`src/sv/priority_task_picker_core_macros.svh`:
```
// assertion macros for the priority task picker
`ifndef PRIORITY_TASK_PICKER_CORE_MACROS_SVH
`define PRIORITY_TASK_PICKER_CORE_MACROS_SVH

`ifndef ASSERT_OFF

// expression must hold at every edge out of reset
`define PTP_ASSERT_ALWAYS(lbl, clk, rst_n, expr) \
    lbl: assert property (@(posedge clk) disable iff (!rst_n) (expr)) \
        else $error("%m: assertion failed");

// same-cycle implication
`define PTP_ASSERT_IMPLY(lbl, clk, rst_n, ante, cons) \
    lbl: assert property (@(posedge clk) disable iff (!rst_n) (ante) |-> (cons)) \
        else $error("%m: assertion failed");

// next-cycle implication
`define PTP_ASSERT_NEXT(lbl, clk, rst_n, ante, cons) \
    lbl: assert property (@(posedge clk) disable iff (!rst_n) (ante) |=> (cons)) \
        else $error("%m: assertion failed");

`else

`define PTP_ASSERT_ALWAYS(lbl, clk, rst_n, expr)
`define PTP_ASSERT_IMPLY(lbl, clk, rst_n, ante, cons)
`define PTP_ASSERT_NEXT(lbl, clk, rst_n, ante, cons)

`endif

`endif

```
`src/sv/ptp_pkg.sv`:
```
package ptp_pkg;

    localparam int KEY_W   = 64;
    localparam int PRI_W   = 4;
    localparam int BURST_W = 16;
    localparam int TIME_W  = 32;
    localparam int LEFT_W  = 6;

    typedef enum logic [1:0] {
        ST_ADDED  = 2'd0,
        ST_FULL   = 2'd1,
        ST_PICKED = 2'd2,
        ST_EMPTY  = 2'd3
    } t_status;

    typedef enum logic [3:0] {
        S_IDLE      = 4'b0001,
        S_ADD       = 4'b0010,
        S_PICK      = 4'b0100,
        S_PICK_DONE = 4'b1000
    } t_state;

endpackage

```
`src/sv/priority_task_picker_core.sv`:
```
// Pending-task table of a non-preemptive priority scheduler. An add item
// (op 0) stores name key, priority and burst in the lowest free slot, or
// reports the table full. A pick item (op 1) removes the task with the
// highest priority, ties going to the smallest name key and then the lowest
// slot, adds its burst to the 32-bit elapsed time and returns it; an empty
// table reports empty. Every item gives exactly one result. One item is
// worked on at a time and o_stall stays high until its result is loaded
// into the output register. A pick walks the slot memory one entry per cycle
// through a single comparator. An add scans the valid bits one per cycle from
// slot 0. Full and empty are known from the fill count. The next item is
// accepted the cycle after a result is loaded, even while that result still
// waits under i_stall.
`include "priority_task_picker_core_macros.svh"

module priority_task_picker_core
    import ptp_pkg::*;
#(
    parameter int TABLE_DEPTH = 32,
    parameter int NAME_BYTES  = 8
) (
    input  logic               i_clk,
    input  logic               i_rst_n,
    input  logic               i_valid,
    output logic               o_stall,
    input  logic               i_op,
    input  logic [KEY_W-1:0]   i_name_key,
    input  logic [PRI_W-1:0]   i_task_priority,
    input  logic [BURST_W-1:0] i_burst_length,
    output logic               o_valid,
    input  logic               i_stall,
    output logic [1:0]         o_status,
    output logic [KEY_W-1:0]   o_out_name_key,
    output logic [PRI_W-1:0]   o_out_priority,
    output logic [BURST_W-1:0] o_out_burst,
    output logic [TIME_W-1:0]  o_elapsed_time,
    output logic [LEFT_W-1:0]  o_tasks_left
);

    localparam int IW = $clog2(TABLE_DEPTH);
    localparam int CW = $clog2(TABLE_DEPTH + 1);
    localparam int NW = 8 * NAME_BYTES;
    localparam logic [CW-1:0] DepthC  = CW'(TABLE_DEPTH);
    localparam logic [IW-1:0] LastIdx = IW'(TABLE_DEPTH - 1);

    typedef struct packed {
        logic [NW-1:0]      name;
        logic [PRI_W-1:0]   pri;
        logic [BURST_W-1:0] burst;
    } t_slot;

    // control state
    t_state                  r_state, n_state;
    logic [TABLE_DEPTH-1:0]  r_valid, n_valid;
    logic [CW-1:0]           r_count, n_count;
    logic [TIME_W-1:0]       r_time, n_time;
    logic [CW-1:0]           r_idx, n_idx;
    logic                    r_cmp_vld, n_cmp_vld;
    logic                    r_found, n_found;
    logic                    r_o_valid, n_o_valid;

    // payload
    t_slot                   r_in, n_in;
    t_slot                   r_best, n_best;
    logic [IW-1:0]           r_best_idx, n_best_idx;
    logic [IW-1:0]           r_cmp_idx, n_cmp_idx;
    t_slot                   r_rd;
    t_slot                   r_mem [TABLE_DEPTH];

    logic [1:0]              r_o_status;
    logic [KEY_W-1:0]        r_o_name;
    logic [PRI_W-1:0]        r_o_pri;
    logic [BURST_W-1:0]      r_o_burst;
    logic [TIME_W-1:0]       r_o_time;
    logic [LEFT_W-1:0]       r_o_left;

    logic                    out_free;
    logic                    load;
    t_status                 ld_status;
    logic [KEY_W-1:0]        ld_name;
    logic [PRI_W-1:0]        ld_pri;
    logic [BURST_W-1:0]      ld_burst;
    logic                    mem_we;
    logic                    mem_re;
    logic                    take;

    assign out_free = !r_o_valid || !i_stall;

    // candidate beats the running best
    assign take = r_valid[r_cmp_idx] &&
                  (!r_found || (r_rd.pri > r_best.pri) ||
                   ((r_rd.pri == r_best.pri) && (r_rd.name < r_best.name)));

    always_comb begin
        n_state    = r_state;
        n_valid    = r_valid;
        n_count    = r_count;
        n_time     = r_time;
        n_idx      = r_idx;
        n_cmp_vld  = r_cmp_vld;
        n_found    = r_found;
        n_in       = r_in;
        n_best     = r_best;
        n_best_idx = r_best_idx;
        n_cmp_idx  = r_cmp_idx;
        load       = 1'b0;
        ld_status  = ST_ADDED;
        ld_name    = '0;
        ld_pri     = '0;
        ld_burst   = '0;
        mem_we     = 1'b0;
        mem_re     = 1'b0;

        case (r_state)
            S_IDLE: begin
                if (i_valid) begin
                    n_in.name  = i_name_key[KEY_W-1 -: NW];
                    n_in.pri   = i_task_priority;
                    n_in.burst = i_burst_length;
                    n_idx      = '0;
                    n_found    = 1'b0;
                    n_cmp_vld  = 1'b0;
                    n_state    = i_op ? S_PICK : S_ADD;
                end
            end
            S_ADD: begin
                if (r_count == DepthC) begin
                    if (out_free) begin
                        load      = 1'b1;
                        ld_status = ST_FULL;
                        n_state   = S_IDLE;
                    end
                end else if (!r_valid[r_idx[IW-1:0]]) begin
                    if (out_free) begin
                        mem_we                 = 1'b1;
                        n_valid[r_idx[IW-1:0]] = 1'b1;
                        n_count                = r_count + 1'b1;
                        load                   = 1'b1;
                        ld_status              = ST_ADDED;
                        n_state                = S_IDLE;
                    end
                end else begin
                    // a free slot exists, so the index stays in range
                    n_idx = r_idx + 1'b1;
                end
            end
            S_PICK: begin
                if (r_count == '0) begin
                    if (out_free) begin
                        load      = 1'b1;
                        ld_status = ST_EMPTY;
                        n_state   = S_IDLE;
                    end
                end else begin
                    // read is issued in the cycle before its compare
                    mem_re    = (r_idx < DepthC);
                    n_cmp_vld = mem_re;
                    n_cmp_idx = r_idx[IW-1:0];
                    if (mem_re) begin
                        n_idx = r_idx + 1'b1;
                    end
                    if (r_cmp_vld && take) begin
                        n_best     = r_rd;
                        n_best_idx = r_cmp_idx;
                        n_found    = 1'b1;
                    end
                    if (r_cmp_vld && (r_cmp_idx == LastIdx)) begin
                        n_state = S_PICK_DONE;
                    end
                end
            end
            S_PICK_DONE: begin
                if (out_free) begin
                    n_valid[r_best_idx] = 1'b0;
                    n_count             = r_count - 1'b1;
                    n_time              = r_time + TIME_W'(r_best.burst);
                    load                = 1'b1;
                    ld_status           = ST_PICKED;
                    ld_name             = KEY_W'(r_best.name) << (KEY_W - NW);
                    ld_pri              = r_best.pri;
                    ld_burst            = r_best.burst;
                    n_state             = S_IDLE;
                end
            end
            default: begin
                n_state = S_IDLE;
            end
        endcase

        if (load) begin
            n_o_valid = 1'b1;
        end else if (!i_stall) begin
            n_o_valid = 1'b0;
        end else begin
            n_o_valid = r_o_valid;
        end
    end

    always_ff @(posedge i_clk) begin
        if (!i_rst_n) begin
            r_state   <= S_IDLE;
            r_valid   <= '0;
            r_count   <= '0;
            r_time    <= '0;
            r_idx     <= '0;
            r_cmp_vld <= 1'b0;
            r_found   <= 1'b0;
            r_o_valid <= 1'b0;
        end else begin
            r_state   <= n_state;
            r_valid   <= n_valid;
            r_count   <= n_count;
            r_time    <= n_time;
            r_idx     <= n_idx;
            r_cmp_vld <= n_cmp_vld;
            r_found   <= n_found;
            r_o_valid <= n_o_valid;
        end
    end

    always_ff @(posedge i_clk) begin
        r_in       <= n_in;
        r_best     <= n_best;
        r_best_idx <= n_best_idx;
        r_cmp_idx  <= n_cmp_idx;
        if (load) begin
            r_o_status <= ld_status;
            r_o_name   <= ld_name;
            r_o_pri    <= ld_pri;
            r_o_burst  <= ld_burst;
            r_o_time   <= n_time;
            r_o_left   <= LEFT_W'(n_count);
        end
    end

    // slot memory
    always_ff @(posedge i_clk) begin
        if (mem_we) begin
            r_mem[r_idx[IW-1:0]] <= r_in;
        end
        if (mem_re) begin
            r_rd <= r_mem[r_idx[IW-1:0]];
        end
    end

    assign o_stall        = (r_state != S_IDLE);
    assign o_valid        = r_o_valid;
    assign o_status       = r_o_status;
    assign o_out_name_key = r_o_name;
    assign o_out_priority = r_o_pri;
    assign o_out_burst    = r_o_burst;
    assign o_elapsed_time = r_o_time;
    assign o_tasks_left   = r_o_left;

    `PTP_ASSERT_ALWAYS(a_count_matches_valid, i_clk, i_rst_n,
                       $countones(r_valid) == r_count)
    `PTP_ASSERT_ALWAYS(a_count_bounded, i_clk, i_rst_n, r_count <= DepthC)
    `PTP_ASSERT_IMPLY(a_add_idx_in_range, i_clk, i_rst_n, r_state == S_ADD,
                      r_idx < DepthC)
    `PTP_ASSERT_IMPLY(a_pick_has_best, i_clk, i_rst_n, r_state == S_PICK_DONE,
                      r_found && r_valid[r_best_idx])
    `PTP_ASSERT_NEXT(a_pick_frees_slot, i_clk, i_rst_n,
                     (r_state == S_PICK_DONE) && out_free,
                     !r_valid[$past(r_best_idx)])

endmodule
```
`config.mk`:
```
export PLATFORM = sky130hd
export DESIGN_NAME = priority_task_picker_core
export DESIGN_NICKNAME = d
export VERILOG_FILES = /design/src/sv/ptp_pkg.sv /design/src/sv/priority_task_picker_core.sv
export VERILOG_INCLUDE_DIRS = /design/src /design/src/sv
export SDC_FILE = /design/constraint.sdc
export NUM_CORES = 2
export LEC_CHECK = 0
export ABC_AREA = 0
export BUFFER_PORTS_ARGS = -buffer_cell sky130_fd_sc_hd__buf_2
export CORE_MARGIN = 4
export CORE_UTILIZATION = 60
export CTS_CLUSTER_SIZE = 30
export DETAILED_ROUTE_END_ITERATION = 16
export HOLD_SLACK_MARGIN = 0.1
export MAX_ROUTING_LAYER = met4
export PLACE_DENSITY = 0.77
export SYNTH_ARGS = -nofsm -noshare
export SYNTH_HDL_FRONTEND = slang
export SYNTH_SLANG_ARGS = --single-unit
```
`constraint.sdc`:
```
create_clock -name i_clk -period 12.55 [get_ports i_clk]
set_input_delay 1.255 -clock i_clk [delete_from_list [all_inputs] [get_ports i_clk]]
set_output_delay 1.255 -clock i_clk [all_outputs]
set_load 0.05 [all_outputs]
```
==> flow_summary_export.csv <==
group,metric,value,unit
routing,post-route-drc-count,0,
status,outcome,"finished clean",
clocking,cts_num_sinks,3157,
timing,setup-tns-final,0,ns
critical_path,worst-r2r-setup-slack,5.93,ns
pwr,cellInternalPower,0.0175,W
synth,synth_seq_cells,3157,
die,die_h,453,um
die,initial_utilization,60.2,%
job,timing.max_cap.violations,0,
timing,final.min_clock_period,6.62,ns
pwr,p_leak,41.8,nW
timing,setup_viol,0,
timing,finalHoldViolCount,0,
die,die_width,453,um
routing,routed_wl,311,mm
synth,netlist-cell-type-count,63,
timing,timing.slew.headroom,5.63,%
critical_path,setup.worst_path.start_class,"flip-flop",
layout,nFillCells,11400,
placed_design,placement.io_buffers,214,
synth,synthesis.instances,5386,
critical_path,crit_path_max_fanout,98,
routing,first_iter_violations,10700,
synth,postSynth.asyncResetShare,0,%
timing,tightest_slew,1.42,ns
clocking,tritoncts,"done",
critical_path,worstPathArrival,7.16,ns
die,io-pin-count,215,
critical_path,crit_top_cell,"sky130_fd_sc_hd__buf_4",
global_routing,grt_antenna_before_repair,10,
routing,viasPerCell,7.09,
placed_design,dpl-instance-area,0.123,sq mm
clocking,cts_resized,0,
clocking,cts_post_setup_buffers_inserted,0,
timing,final_max_slew_viol_count,0,
synth,synth_area_per_cell,22.1,sq um
clocking,h-tree-depth,5,
timing,fin_skew,0.0564,ns
worst_hold_path,holdCritPathClass,"reg2reg",
global_routing,number_of_global_route_vias_before_repair,61800,
critical_path,cp-startpoint,"r_idx[0]",
routing,routed-via-count,61300,
pwr,worst_ir_drop_vdd,0.000161,V
layout,drive_gt1_share,25.0,%
timing,fmax,0.151,GHz
layout,final_net_count,5946,
synth,synth.yosys.seq_area_share,79.1,%
routing,routedWlPerCell,36.0,um
global_routing,grt_pass1_wl,447,mm
critical_path,cp.depth,9,
critical_path,slowest_delay,0.88,ns
critical_path,regToRegEndpoint,"r_mem[17][51]",
pwr,switching_share,20.9,%
placed_design,place.gp.congestion,0.862,
pwr,p_sw,0.00463,W
critical_path,crit_path_buf_inv_count,3,
critical_path,worst_setup_path_endpoint,"r_mem[17][51]",
synth,total_nets_after_synthesis,5565,
synth,mappedNetlistArea,0.119,sq mm
global_routing,globalRoute.totalOverflow,0,
global_routing,aggregate_global_route_resource_usage,31.5,%
timing,rsz_0062_raised_after_global_routing,"false",
critical_path,r2r_cells,9,
clocking,cts-root-to-sink-buffers,4,
critical_path,cp_top_family,"buffers and inverters",
critical_path,critical_path.reg2reg.startpoint,"r_idx[0]",
clocking,clk_latency,0.95,ns
critical_path,timing.critical_path.cells,"buf_12, mux4_2, a22o_1, a221o_1, nor4b_4, nand2_1, nor2_4, buf_4, buf_4",
layout,synthToLayoutAreaGrowth,12.4,%
global_routing,grt_start_max_net_pins,116,
clocking,postCtsHoldBufs,0,
critical_path,critPathSlowestCell,"sky130_fd_sc_hd__dfxtp_4",
timing,fin_worst_hold_slack,0.418,ns
critical_path,critPathRequiredTime,13.09,ns
critical_path,end_kind,"flip-flop",
synth,yosys_warnings,0,
die,coreArea,0.197,sq mm
layout,fin_area,0.134,sq mm
die,floorplan.rows,163,
routing,drt_first_pass_iters,7,
synth,synthFlopType,"sky130_fd_sc_hd__edfxtp_1",
clocking,cts_root_buffer,"sky130_fd_sc_hd__clkbuf_16",
timing,min_period_over_period,52.7,%
clocking,clkSlewWorstSetupHoldPaths,0.06,ns
pwr,power.clock.fraction,42.1,%
pwr,sequential_share_of_power,54.0,%
pwr,power.density,166,mW/mm^2
synth,synth_edf_count,3074,
pwr,combPwrFrac,3.9,%
routing,ant_nets,0,
critical_path,worst-setup-path-type,"reg2reg",
clocking,cts_bufs_inserted,322,
placed_design,post_dp_hpwl,157,mm
die,die_area,0.205,sq mm
## registers in the layout, indices dropped and copies added (netlist names)
signal and cells:
r_valid 32, r_count 6, o_out_priority 4, o_valid 1, r_best 84, r_idx 6
r_in 84, r_rd 84, r_found 1, o_out_name_key 64, o_status 2, o_out_burst 16
r_mem 2688, r_state 4, o_elapsed_time 32, r_time 32, r_best_idx 5, r_cmp_vld 1
r_cmp_idx 5, o_tasks_left 6
## cells by family after synthesis
family / after synthesis / synth area share (%)
buf+inv: 354 / 1.12
simple gates: 490 / 2.11
xor+xnor: 32 / 0.236
compound gates: 559 / 3.31
fa+ha+maj: 90 / 0.954
flops: 3157 / 79.1
mux: 704 / 13.2
## worst min path at each step
stage             start         end  cells after the start
2_1_floorplan   r_rd[0]   r_best[0]                      0
3_3_place_gp    r_rd[5]   r_best[5]                      0
3_5_place_dp   r_rd[12]  r_best[12]                      0
4_1_cts         r_rd[4]   r_best[4]                      0
5_1_grt         r_rd[3]   r_best[3]                      0
6_report        r_rd[6]   r_best[6]                      0
## synthesized netlist by cell type (29+ instances only)
master                     count  area (sq um)
sky130_fd_sc_hd__ha_1         89          1110
sky130_fd_sc_hd__o21ai_0      64           320
sky130_fd_sc_hd__clkbuf_1    175           657
sky130_fd_sc_hd__mux4_2      688         15500
sky130_fd_sc_hd__a21oi_1      44           220
sky130_fd_sc_hd__a22oi_1     338          2540
sky130_fd_sc_hd__inv_1        82           308
sky130_fd_sc_hd__edfxtp_1   3074         92300
sky130_fd_sc_hd__nand3_1      29           145
sky130_fd_sc_hd__nand4_1     100           626
sky130_fd_sc_hd__dfxtp_1      83          1660
sky130_fd_sc_hd__buf_1        96           360
sky130_fd_sc_hd__nor2_1      134           503
sky130_fd_sc_hd__and2_1       29           181
sky130_fd_sc_hd__nand2_1      95           357
## power groups by stage
stage / registers, W / logic (W) / clock network, W
after floorplan: 0.0121 / 0.000606 / 0
after global placement: 0.0121 / 0.000839 / 0
after detailed placement: 0.0122 / 0.000846 / 0
after CTS: 0.0119 / 0.000865 / 0.00937
after global routing: 0.0120 / 0.000915 / 0.00983
final: 0.0119 / 0.000860 / 0.00931
## layer usage
metal	wire, um	up-vias	GRT usage, %
met5	0	-	-
li1	-	23500	-
met2	150000	5359	47.6
met3	39800	806	7.31
met4	13600	0	12.5
met1	108000	31600	42.5
## through the flow
step / util [%] / std cells / power (W) / setup slack [ns]
floorplan: - / 5386 / 0.0127 / 3.77
global placement: 62.6 / 8082 / 0.0130 / 5.92
detailed placement: 62.6 / 8082 / 0.0130 / 5.88
CTS: 67.7 / 8641 / 0.0222 / 5.88
global route: 67.7 / 8648 / 0.0227 / 5.57
finish: 67.7 / 8651 / 0.0221 / 5.93
## area by class of cell
class / instances / area, sq um / area share (%)
well taps: 2640 / 3300 / 2.47
diodes: 9 / 22.5 / 0.0169
repair buffers: 329 / 2060 / 1.54
inverters: 82 / 318 / 0.238
multi-input cells: 1875 / 23800 / 17.8
clock inverters: 162 / 1440 / 1.08
flip-flops and latches: 3157 / 94000 / 70.4
clock buffers: 397 / 8600 / 6.44
## placed cells by master, fill, tap and decap left out, types with 44 or more instances in the layout
cell / synthesis / routed
sky130_fd_sc_hd__dfxtp_1: 83 / 81
sky130_fd_sc_hd__nand2_1: 95 / 94
sky130_fd_sc_hd__mux4_2: 688 / 688
sky130_fd_sc_hd__edfxtp_1: 3074 / 3074
sky130_fd_sc_hd__clkinv_1: 0 / 73
sky130_fd_sc_hd__buf_4: 0 / 105
sky130_fd_sc_hd__clkbuf_1: 175 / 62
sky130_fd_sc_hd__clkinv_2: 0 / 44
sky130_fd_sc_hd__ha_1: 89 / 89
sky130_fd_sc_hd__a21oi_1: 44 / 44
sky130_fd_sc_hd__nor2_1: 134 / 100
sky130_fd_sc_hd__o21ai_0: 64 / 64
sky130_fd_sc_hd__buf_2: 1 / 214
sky130_fd_sc_hd__a22oi_1: 338 / 338
sky130_fd_sc_hd__clkbuf_16: 0 / 334
sky130_fd_sc_hd__inv_1: 82 / 80
sky130_fd_sc_hd__nand4_1: 100 / 100
(Power assumes the default switching activity.)
